`src/tdst_pkg.sv`:
```
package tdst_pkg;

   // Table size and slot index width
   localparam int MAX_TASKS = 16;
   localparam int SLOT_W    = (MAX_TASKS > 1) ? $clog2(MAX_TASKS) : 1;

   // Opcodes
   localparam logic [2:0] OP_REGISTER   = 3'd0;
   localparam logic [2:0] OP_UNREGISTER = 3'd1;
   localparam logic [2:0] OP_EXEC       = 3'd2;
   localparam logic [2:0] OP_DEADLINE   = 3'd3;

   // Result status codes
   localparam logic [2:0] ST_OK        = 3'd0;
   localparam logic [2:0] ST_NOT_FOUND = 3'd1;
   localparam logic [2:0] ST_FULL      = 3'd2;
   localparam logic [2:0] ST_DISABLED  = 3'd3;
   localparam logic [2:0] ST_RESERVED  = 3'd4;

   // Arithmetic constants
   localparam logic [31:0] CNT_MAX      = 32'hFFFF_FFFF;
   localparam logic [31:0] STREAK_LIMIT = 32'd3;
   localparam logic [31:0] PRED_RUNS    = 32'd10;
   localparam int          PRED_W_MEAN  = 7;
   localparam int          PRED_W_WORST = 3;
   localparam int          PRED_SUM_W   = 20;

   // Divide by 10 as (x * ceil(2^23/10)) >> 23, exact for x below 2^22
   localparam int PRED_RECIP  = 838861;
   localparam int PRED_SHIFT  = 23;
   localparam int PRED_PROD_W = 40;

   // Divider widths: quotient always fits 16 bits
   localparam int DIVD_W = 49;
   localparam int DIVS_W = 33;
   localparam int QUO_W  = 16;
   localparam int DCNT_W = $clog2(QUO_W + 1);

   typedef struct packed {
      logic [15:0] id;
      logic [15:0] deadline;
      logic [15:0] worst;
      logic [15:0] best;
      logic [15:0] mean;
      logic [15:0] last;
      logic [31:0] runs;
      logic [31:0] misses;
      logic [31:0] streak;
      logic [31:0] peak;
      logic [15:0] min_slack;
      logic [15:0] slack_mean;
   } slot_rec_type;

   localparam int REC_W = $bits(slot_rec_type);

   localparam slot_rec_type REC_RESET = '{
      id: 16'd0, deadline: 16'd0, worst: 16'd0, best: 16'hFFFF,
      mean: 16'd0, last: 16'd0, runs: 32'd0, misses: 32'd0,
      streak: 32'd0, peak: 32'd0, min_slack: 16'hFFFF, slack_mean: 16'd0};

   typedef enum logic [2:0] {
      REC_HOLD, REC_NEW, REC_EXEC, REC_DEAD, REC_MEAN, REC_AVG
   } rec_op_type;

   typedef enum logic [1:0] {
      DIV_EXEC, DIV_SLACK
   } div_src_type;

   // Controller to datapath
   typedef struct packed {
      logic        load_req;
      logic        scan_clr;
      logic        scan_inc;
      logic        rec_cap;
      logic        slot_cap;
      rec_op_type  rec_op;
      logic        mul_en;
      logic        div_start;
      div_src_type div_src;
      logic        wr_en;
      logic        clr_valid;
      logic        rsp_load;
      logic        rsp_slot;
      logic        rsp_pred_div;
      logic [2:0]  rsp_status;
   } ctl_cmd_type;

   // Datapath to controller
   typedef struct packed {
      logic       id_zero;
      logic [2:0] opcode;
      logic       enable;
      logic       match;
      logic       scan_last;
      logic       runs_zero;
      logic       runs_gt10;
      logic       div_busy;
      logic       rsp_free;
   } dp_sts_type;

endpackage

```
`src/tdst_ctrl.sv`:
```
module tdst_ctrl (
   input  logic                  clock,
   input  logic                  reset,
   input  logic                  req_valid,
   output logic                  req_ready,
   input  tdst_pkg::dp_sts_type  sts,
   output tdst_pkg::ctl_cmd_type cmd
);
   import tdst_pkg::*;

   typedef enum logic [3:0] {
      S_IDLE, S_RD, S_CMP, S_DECIDE, S_DIV_GO, S_DIV_WAIT,
      S_STORE, S_PRED, S_RESP
   } state_type;

   state_type   state_ff, state_in;
   logic        found_ff, found_in;
   logic [2:0]  status_ff, status_in;
   logic        slot_ok_ff, slot_ok_in;
   logic        pred_div_ff, pred_div_in;
   div_src_type div_src_ff, div_src_in;
   logic        rec_op_gate;

   assign rec_op_gate = (sts.opcode == OP_EXEC) || (sts.opcode == OP_DEADLINE);

   // Next state and commands
   always_comb begin
      state_in    = state_ff;
      found_in    = found_ff;
      status_in   = status_ff;
      slot_ok_in  = slot_ok_ff;
      pred_div_in = pred_div_ff;
      div_src_in  = div_src_ff;
      cmd         = '0;
      cmd.rec_op  = REC_HOLD;
      cmd.div_src = div_src_ff;
      unique case (state_ff)
         S_IDLE: begin
            if (req_valid) begin
               cmd.load_req = 1'b1;
               cmd.scan_clr = 1'b1;
               state_in     = S_RD;
            end
         end
         S_RD: begin
            pred_div_in = 1'b0;
            if (sts.id_zero) begin
               status_in  = ST_RESERVED;
               slot_ok_in = 1'b0;
               state_in   = S_RESP;
            end else begin
               state_in = S_CMP;
            end
         end
         S_CMP: begin
            cmd.rec_cap = 1'b1;
            if (sts.match) begin
               cmd.slot_cap = 1'b1;
               found_in     = 1'b1;
               state_in     = S_DECIDE;
            end else if (sts.scan_last) begin
               found_in = 1'b0;
               state_in = S_DECIDE;
            end else begin
               cmd.scan_inc = 1'b1;
               state_in     = S_RD;
            end
         end
         S_DECIDE: begin
            status_in  = ST_OK;
            slot_ok_in = 1'b1;
            priority if (sts.opcode == OP_REGISTER) begin
               if (found_ff) begin
                  cmd.rec_op = REC_NEW;
                  state_in   = S_STORE;
               end else begin
                  status_in  = ST_FULL;
                  slot_ok_in = 1'b0;
                  state_in   = S_RESP;
               end
            end else if (rec_op_gate && !sts.enable) begin
               status_in  = ST_DISABLED;
               slot_ok_in = found_ff;
               state_in   = found_ff ? S_PRED : S_RESP;
            end else if (!found_ff) begin
               status_in  = ST_NOT_FOUND;
               slot_ok_in = 1'b0;
               state_in   = S_RESP;
            end else if (sts.opcode == OP_UNREGISTER) begin
               // report stays on the captured record; entry freed now
               cmd.clr_valid = 1'b1;
               state_in      = S_PRED;
            end else if (sts.opcode == OP_EXEC) begin
               cmd.rec_op = REC_EXEC;
               cmd.mul_en = 1'b1;
               div_src_in = DIV_EXEC;
               state_in   = S_DIV_GO;
            end else if (sts.opcode == OP_DEADLINE) begin
               cmd.rec_op = REC_DEAD;
               cmd.mul_en = 1'b1;
               div_src_in = DIV_SLACK;
               state_in   = sts.runs_zero ? S_STORE : S_DIV_GO;
            end else begin
               state_in = S_PRED;
            end
         end
         S_DIV_GO: begin
            cmd.div_start = 1'b1;
            state_in      = S_DIV_WAIT;
         end
         S_DIV_WAIT: begin
            if (!sts.div_busy) begin
               cmd.rec_op = (div_src_ff == DIV_EXEC) ? REC_MEAN : REC_AVG;
               state_in   = S_STORE;
            end
         end
         S_STORE: begin
            cmd.wr_en = 1'b1;
            state_in  = S_PRED;
         end
         S_PRED: begin
            // weighted sum is registered here, divided on the way out
            pred_div_in = sts.runs_gt10;
            state_in    = S_RESP;
         end
         S_RESP: begin
            cmd.rsp_status   = status_ff;
            cmd.rsp_slot     = slot_ok_ff;
            cmd.rsp_pred_div = pred_div_ff;
            if (sts.rsp_free) begin
               cmd.rsp_load = 1'b1;
               state_in     = S_IDLE;
            end
         end
         default: state_in = S_IDLE;
      endcase
   end

   // State and registered flags
   always_ff @(posedge clock) begin
      if (reset) begin
         state_ff    <= S_IDLE;
         found_ff    <= 1'b0;
         status_ff   <= ST_OK;
         slot_ok_ff  <= 1'b0;
         pred_div_ff <= 1'b0;
         div_src_ff  <= DIV_EXEC;
      end else begin
         state_ff    <= state_in;
         found_ff    <= found_in;
         status_ff   <= status_in;
         slot_ok_ff  <= slot_ok_in;
         pred_div_ff <= pred_div_in;
         div_src_ff  <= div_src_in;
      end
   end

   assign req_ready = (state_ff == S_IDLE);
endmodule

```
`config.mk`:
```
export PLATFORM = sky130hd
export DESIGN_NAME = tdst_ctrl
export DESIGN_NICKNAME = d
export VERILOG_FILES = /design/src/tdst_pkg.sv /design/src/tdst_ctrl.sv
export SDC_FILE = /design/constraint.sdc
export NUM_CORES = 1
export LEC_CHECK = 0
export BUFFER_PORTS_ARGS = -buffer_cell sky130_fd_sc_hd__buf_4
export CORE_MARGIN = 2
export CORE_UTILIZATION = 44
export DETAILED_ROUTE_END_ITERATION = 10
export PLACE_DENSITY = 0.74
export SLEW_MARGIN = 0
export SYNTH_ARGS = -nofsm -noshare
export SYNTH_HDL_FRONTEND = slang
export SYNTH_SLANG_ARGS = --single-unit
```
`constraint.sdc`:
```
create_clock -name clock -period 2.7 [get_ports clock]
set_input_delay 0.405 -clock clock [delete_from_list [all_inputs] [get_ports clock]]
set_output_delay 0.405 -clock clock [all_outputs]
set_load 0.02 [all_outputs]
```
# --- Yosys cells after proc, flatten, opt, wreduce, memory -nomap -nowiden ---
# Cells that the tools add are included.
totals:
  elab_cells: 97
  ff_bits: 12
  out_inout_bits: 21
  inputBits: 14
classes:
  mux: 59
  n_reduce_logical: 14
  eq_ne: 15
  bitwise: 3
ops:
  columns: ["operator", "count"]
  rows:
  - ["two-way mux 4 bit", 12]
  - ["case mux 4 bit (9 select lines)", 1]
  - ["two-way mux 3 bit", 9]
  - ["two-way mux 1 bit", 22]
  - ["two-way mux 2 bit", 10]
  - ["equality test 4 x 3 -> 1 bit (second input constant)", 4]
  - ["case mux 3 bit (2 select lines)", 2]
  - ["equality test 4 x 2 -> 1 bit (second input constant)", 2]
  - ["!= test 2 bit (second input constant)", 4]
  - ["nonzero test 2 bit", 4]
  - ["equality test 3 x 2 -> 1 bit (second input constant)", 2]
  - ["two-way mux 6 bit", 1]
  - ["AND reduction 6 bit", 1]
  - ["equality test 4 x 1 -> 1 bit (second input constant)", 1]
  - ["equality test 4 bit (second input constant)", 1]
  - ["zero test 4 bit", 1]
  - ["case mux 1 bit (2 select lines)", 2]
  - ["AND reduction 2 bit", 2]
  - ["equality test 3 x 1 -> 1 bit (second input constant)", 1]
  - ["zero test 3 bit", 1]
  - ["inverter 1 bit", 3]
  - ["AND reduction 3 bit", 1]
  - ["zero test 2 bit", 1]
  - ["logical AND 1 bit", 1]
  - ["other kinds (2)", 2]

# --- Longest topological paths before layout ---
# Gate-level depths: netlist (run 1).
depth:
  depth_word: 8
  mapped_depth: 6

# --- Worst setup path after synthesis (run 1) ---
# OpenSTA, ideal clock, no wires.
synth_timing:
  path_kind: "register -> output"
  start: "reg state_ff[1]"
  end: "out cmd[19] in the netlist's numbering"
  arrival_ps: 1872
  stages_incl_launch_ff: 6
  t_required_ps: 2295
  setup_slack_ps: 423
  path_cell_list: "dfxtp_1 -> buf_2 -> buf_2 -> nor4_1 -> and2_1 -> buf_4"
synth_lines:
  columns: ["item", "line_no", "source"]
  rows:
  - ["start, declared", "tdst_ctrl.sv:16", "state_type state_ff, state_in;"]
  - ["start signal, assigned", "tdst_ctrl.sv:149", "state_ff <= state_in;"]
  - ["end, declared", "tdst_ctrl.sv:7", "output tdst_pkg::ctl_cmd_type cmd"]

==> results.tsv, run 1 <==
stage	metric	value	unit
power	power.density	335	mW/mm^2
placed_design	gp_congestion	0.740	
global_route	globalRoute.busiestLayer	met2	
layout	n_antenna_cell	0	
timing	tightest_slew	0.568	ns
clocking	cts_tree	done	
worst_setup_path	reg2reg_to	div_src_ff[0]	
clocking	cts_setup_buffers	0	
placed_design	dp_hpwl	1530	um
floorplan	fp.dieW	47.2	um
timing	slew_violations	0	
global_route	grt_pass1_wl	3240	um
floorplan	fp-row-count	15	
layout	nets	148	
worst_setup_path	crit_family	simple AND/OR/NAND/NOR gates	
floorplan	die_y	47.2	um
layout	n_fill_cell	177	
global_route	grtUsageMet1	26.6	%
drt	drc_errors	0	
worst_setup_path	rr_startpoint	state_ff[1]	
drt	via_per_inst	5.37	
clocking	cts_buffers	3	
timing	fin_tns_setup	0	ns
clocking	cts_max_path_buffers	2	
timing	layout_worst_path_cycle_share	82.6	%
worst_setup_path	cp-start-kind	flop	
placed_design	pre_cts_ws	0.789	ns
job	max-cap-violations	0	
worst_hold_path	min_path_cells	2	
global_route	grt_util_met2	34.5	%
clocking	cts_root_buffer	clkbuf_4	
global_route	grt_pass1_vias	744	
worst_hold_path	whs_endpoint	state_ff[0]	
power	p_leak	0.000430	uW
worst_setup_path	path_cells	and4bb_2 > nand2_2 > nor4b_2 > buf_4	
synthesis	ys_seq_elements	11	
worst_setup_path	crit_path_end_kind	primary output	
worst_setup_path	startpoint	state_ff[1]	
worst_setup_path	crit_arrival	1.83	ns
timing	hold_viol_final	0	
synthesis	synth.cell_area	820	sq um
timing	min_period	2.23	ns
global_route	overflow	0	
layout	seq_area	220	sq um
clocking	cts_resized	0	
worst_setup_path	critPathSlowestCell	dfxtp_1	
timing	rsz0062_at_grt	false	
power	vdd_drop_max	203	uV
worst_setup_path	max_stage_delay	0.68	ns
timing	fmax	0.448	GHz
synthesis	avgSynthCellArea	7.81	sq um
clocking	cts_max_level	1	
drt	drtAntennaViolNets	0	
synthesis	yosysWarnings	0	
layout	multiInputGateArea	548	sq um
synthesis	netlist_instances	105	
drt	avgRoutedWirePerCell	12.7	um
status	outcome	finished clean	
floorplan	ios	35	
timing	slew_headroom	62.1	%
floorplan	die_area	0.00222	sq mm
worst_setup_path	worstRegToRegCells	4	
floorplan	start_util	47.0	%
clocking	clk_pin_slew	0.07	ns
worst_hold_path	min_from	reset	
worst_setup_path	critPathKind	flop to primary output	
synthesis	ys_seq_area_share	26.9	%
worst_setup_path	worstPathBufferInverterCount	1	
worst_setup_path	critPathMaxFanout	18	
timing	worst_slack	0.470	ns
clocking	ctsHoldBuffers	0	
layout	drive_above_1_share	32.3	%
clocking	clkSinkCount	11	
timing	setup_viol	0	
drt	routed_wl	2010	um
worst_setup_path	r2r_slack	1.08	ns
drt	dr.pass1.iters	4	
drt	vias	848	
drt	drtIter0Drc	8	
global_route	antenna_found_initial	0	
global_route	use_met3	5.00	%
floorplan	core	0.00175	sq mm
timing	skew	0.00322	ns
synthesis	synth_fp_nets	119	
global_route	grtUsageTotal	21.1	%
synthesis	yosys.cell_types.count	41	
clocking	insertion_delay	0.27	ns
placed_design	port_buffers	33	
global_route	grt_start_max_net_pins	19	
worst_hold_path	hp-class	input pin to flop	
layout	area_growth	31.4	%
worst_setup_path	crit_required	2.30	ns
==> worst max-delay path by stage <==
stage,to,depth (start not counted)
after floorplan,cmd[19],5
after global placement,cmd[6],4
after detailed placement,cmd[6],4
after CTS,cmd[6],4
after global routing,cmd[12],5
final,cmd[6],4
==> worst register-to-register path, stage by stage (launching register included) <==
cell and delay [ns]:
dfxtp_1 0.68, nand4bb_1 0.30, nor3_2 0.27, mux2i_1 0.21
nor2_1 0.05
==> state kept, by name, summed over array words and instances, names as in the netlist <==
signal,cells
state_ff,4
status_ff,3
div_src_ff,1
found_ff,1
pred_div_ff,1
slot_ok_ff,1
==> logic make-up (layout without fill, tap and decap cells) <==
logic type | after synthesis | in the layout | synth area share [%]
flip-flops | 11 | 11 | 26.9
buffers and inverters | 10 | 38 | 6.26
multiplexers | 1 | 1 | 1.22
other | 1 | 1 | 0.458
XOR/XNOR | 1 | 1 | 1.07
AO/OA/AOI/OAI | 26 | 26 | 19.7
AND/OR/NAND/NOR | 55 | 55 | 44.4
==> routing by layer <==
metal	wire length, um	up-vias
li1	-	437
met1	900	389
met2	1000	20
met3	94	2
met4	12	0
met5	0	-
==> cell type report <==
| cell class | instances | share of cell area, % |
|---|---|---|
| Clock buffer | 4 | 2.44 |
| Tap cell | 25 | 2.90 |
| Multi-Input combinational cell | 84 | 50.9 |
| Sequential cell | 11 | 20.4 |
| Inverter | 1 | 0.348 |
| Timing Repair Buffer | 33 | 23.0 |
==> cell usage in the layout (no fill, tap or decap), drive strengths merged, types with 4 or more instances in the layout <==
master	count
nand2	5
o21ai	5
dfxtp	11
nor2	12
and2	9
nand2b	4
a21oi	9
buf	33
clkbuf	4
nor3	5
nor4b	4
nor2b	4
==> where the power goes <==
part / switching [uW] / total, uW / leakage [uW] / internal (uW)
logic: 36.1 / 70.7 / 0.000326 / 34.5
clock network: 57.4 / 114 / 0.0000150 / 57.1
registers: 10.4 / 176 / 0.0000891 / 166
==> metrics by stage <==
| stage | hold WS [ns] | power, uW | cell area, sq um | std cells | utilization [%] |
|---|---|---|---|---|---|
| detailed placement | 0.463 | 250 | 1050 | 154 | 60.2 |
| global placement | 0.461 | 248 | 1050 | 154 | 60.2 |
| CTS | 0.387 | 365 | 1080 | 158 | 61.7 |
| finish | 0.397 | 361 | 1080 | 158 | 61.7 |
| global route | 0.394 | 385 | 1080 | 158 | 61.7 |
| floorplan | 0.432 | 220 | 820 | 105 | - |
==> cell usage after synthesis <==
master | n | area, sq um
nor3_1 | 4 | 20.0
conb_1 | 1 | 3.75
a31oi_1 | 1 | 6.26
xor2_1 | 1 | 8.76
nor2_1 | 12 | 45.0
a22oi_1 | 2 | 15.0
nor4b_1 | 1 | 8.76
and4bb_2 | 1 | 12.5
nor4b_2 | 2 | 30.0
nor3_2 | 1 | 10.0
nand2_2 | 1 | 6.26
or3_1 | 2 | 12.5
clkbuf_1 | 2 | 7.51
a21boi_0 | 1 | 7.51
dfxtp_1 | 11 | 220
nor4bb_1 | 1 | 10.0
nor4_2 | 1 | 12.5
o21ai_1 | 1 | 5.00
o21bai_1 | 2 | 15.0
a21oi_1 | 9 | 45.0
a211oi_1 | 1 | 7.51
or4_1 | 1 | 7.51
a22o_1 | 1 | 8.76
buf_4 | 2 | 15.0
nor2b_1 | 4 | 25.0
nand3_1 | 1 | 5.00
nand4bb_1 | 1 | 11.3
o21ai_0 | 4 | 20.0
inv_1 | 1 | 3.75
nand3b_1 | 1 | 7.51
o211ai_1 | 3 | 22.5
nor3b_1 | 1 | 7.51
nor4b_4 | 1 | 23.8
nand2_1 | 4 | 15.0
o2bb2ai_1 | 1 | 8.76
nor4_1 | 1 | 6.26
and3_1 | 1 | 6.26
mux2i_1 | 1 | 10.0
nand2b_1 | 4 | 25.0
buf_2 | 5 | 25.0
and2_1 | 9 | 56.3
(Power assumes the default switching activity.)
==> run 2: changes to the inputs <==
--- a/config.mk
+++ b/config.mk
@@ -7,7 +7,7 @@
 export LEC_CHECK = 0
 export BUFFER_PORTS_ARGS = -buffer_cell sky130_fd_sc_hd__buf_4
 export CORE_MARGIN = 2
-export CORE_UTILIZATION = 44
+export CORE_UTILIZATION = 42
 export DETAILED_ROUTE_END_ITERATION = 10
 export PLACE_DENSITY = 0.74
 export SLEW_MARGIN = 0
==> constraint.sdc (replaced) <==
create_clock -name clock -period 1.95 [get_ports clock]
set_input_delay 0.2925 -clock clock [delete_from_list [all_inputs] [get_ports clock]]
set_output_delay 0.2925 -clock clock [all_outputs]
set_load 0.02 [all_outputs]
==> results.tsv, run 2 (synthesis gave the netlist of run 1 again) <==
stage	metric	value	unit	change
clocking	cts_root_buffer	clkbuf_4		
timing	fmax	0.540	GHz	
worst_setup_path	max_stage_delay	0.38	ns	-0.30 ns
worst_setup_path	critPathMaxFanout	8		-10
layout	area_growth	38.3	%	
floorplan	fp.dieW	48.2	um	+2.2%
global_route	overflow	0		unchanged
floorplan	die_area	0.00232	sq mm	+4.4%
placed_design	dp_hpwl	1600	um	+4.1%
drt	vias	865		+2.0%
global_route	grt_pass1_vias	700		-5.9%
timing	layout_worst_path_cycle_share	95.0	%	
layout	largest_register	state_ff		
layout	n_antenna_cell	0		unchanged
worst_setup_path	crit_required	1.66	ns	-0.64 ns
drt	routed_wl	2050	um	+1.9%
layout	final_cell_mix	buf_4, nor2_1, and2_1, a21oi_1, dfxtp_1		
clocking	clkSinkCount	11		unchanged
layout	instances_no_fill	163		+3.2%
status	outcome	finished clean		
floorplan	ios	35		unchanged
clocking	cts_max_level	1		unchanged
job	max-cap-violations	0		unchanged
layout	nets	153		+3.4%
worst_setup_path	worstPathBufferInverterCount	2		+1
worst_setup_path	crit_arrival	1.56	ns	-0.27 ns
clocking	cts_setup_buffers	0		unchanged
global_route	antenna_found_initial	0		unchanged
clocking	clk_pin_slew	0.08	ns	about the same
power	total_power	512	uW	+42%
layout	top_regs	state_ff: 4 flops, status_ff: 3 flops		
layout	drive_above_1_share	37.7	%	+5.4 points
placed_design	dp.cells	159		+3.2%
worst_setup_path	critPathSlowestCell	dfxtp_1		
floorplan	fp-row-count	15		unchanged
drt	drtAntennaViolNets	0		unchanged
worst_hold_path	min_from	reset		
global_route	grt_pass1_wl	3110	um	-3.9%
placed_design	gp_congestion	0.810		+9.5%
floorplan	die_y	48.2	um	+2.2%
power	p_leak	0.000461	uW	+7.1%
floorplan	start_util	46.0	%	-0.99 points
worst_setup_path	rr_startpoint	state_ff[0]		
worst_setup_path	path_cells	buf_4 > nor4b_4 > nor3b_1 > buf_4		
placed_design	port_buffers	33		unchanged
worst_setup_path	critPathKind	flop to primary output		
timing	hold_viol_final	0		unchanged
power	power.density	452	mW/mm^2	+35%
timing	skew	0.00260	ns	-0.000619 ns
layout	n_fill_cell	178		+0.56%
worst_setup_path	cp-start-kind	flop		
worst_setup_path	startpoint	state_ff[3]		
clocking	cts_resized	4		+4
global_route	grtUsageTotal	19.7	%	-1.3 points
drt	drtIter0Drc	9		+1
layout	final_util	63.6	%	+1.9 points
worst_setup_path	crit_top_cell	buf_4		
global_route	grt_start_max_net_pins	12		-7
clocking	ctsHoldBuffers	0		unchanged
worst_hold_path	hp-class	input pin to flop		
placed_design	postPlaceCellArea	0.00109	sq mm	+4.2%
floorplan	core	0.00178	sq mm	+2.2%
clocking	cts_tree	done		
timing	min_period	1.85	ns	
layout	largest_reg_flops	4		unchanged
timing	fin_tns_setup	0	ns	unchanged
drt	drc_errors	0		unchanged
clocking	cts_buffers	3		unchanged
clocking	insertion_delay	0.27	ns	about the same
power	vdd_drop_max	234	uV	+15%
timing	setup_viol	0		unchanged
timing	rsz0062_at_grt	false		
worst_setup_path	crit_family	simple AND/OR/NAND/NOR gates		
worst_setup_path	crit_path_end_kind	primary output		
layout	layout_commonest_cell	buf_4		
layout	design_area	0.00113	sq mm	+5.2%
drt	dr.pass1.iters	4		unchanged
drt	avgRoutedWirePerCell	12.6	um	-1.2%
timing	slew_violations	0		unchanged
clocking	cts_max_path_buffers	2		unchanged
drt	via_per_inst	5.31		-1.1%
run 2: cell types whose count changed in the layout (fill, tap and decap cells not counted):
cell / before / now
buf_4: 33 / 38
dfxtp_2: 0 / 3
nor4_2: 1 / 2
nor4b_4: 1 / 2
dfxtp_1: 11 / 8
nor4_1: 1 / 0
nor4b_2: 2 / 1
run 2: final timing paths:
path | to | slack [ns] | cells after the start
max | cmd[17] | 0.1 | 4
min | state_ff[0] | 0.27 | 2
max reg2reg | status_ff[0] | 0.48 | 5
min reg2reg | slot_ok_ff | 0.46 | 2
run 2: metrics by stage:
stage	setup slack, ns	hold slack [ns]
after floorplan	0.0471	0.432
after global placement	0.247	0.442
after detailed placement	0.204	0.451
after CTS	0.0798	0.264
after global routing	0.00285	0.269
final	0.0982	0.269
run 2: cell type report:
type	instances	area [sq um]	share of cell area, %
clock buffer	4	26.3	2.32
inverter	1	3.75	0.331
multi-input combinational	84	563	49.7
sequential	11	224	19.8
tap	25	31.3	2.76
timing repair buffer	38	285	25.2
run 2: power by group:
| part | leakage (uW) | switching [uW] | internal (uW) |
|---|---|---|---|
| clock network | 0.0000150 | 83.3 | 79.2 |
| logic | 0.000355 | 56.9 | 53.9 |
| registers | 0.0000904 | 9.35 | 230 |
run 2: layer usage:
metal  track usage (%)  vias up  share of wire [%]
li1                  -      438                  -
met3              4.44        2                3.9
met1              26.4      403                 47
met5                 0        -                  0
met4              11.4        0               0.88
met2              28.9       22                 49
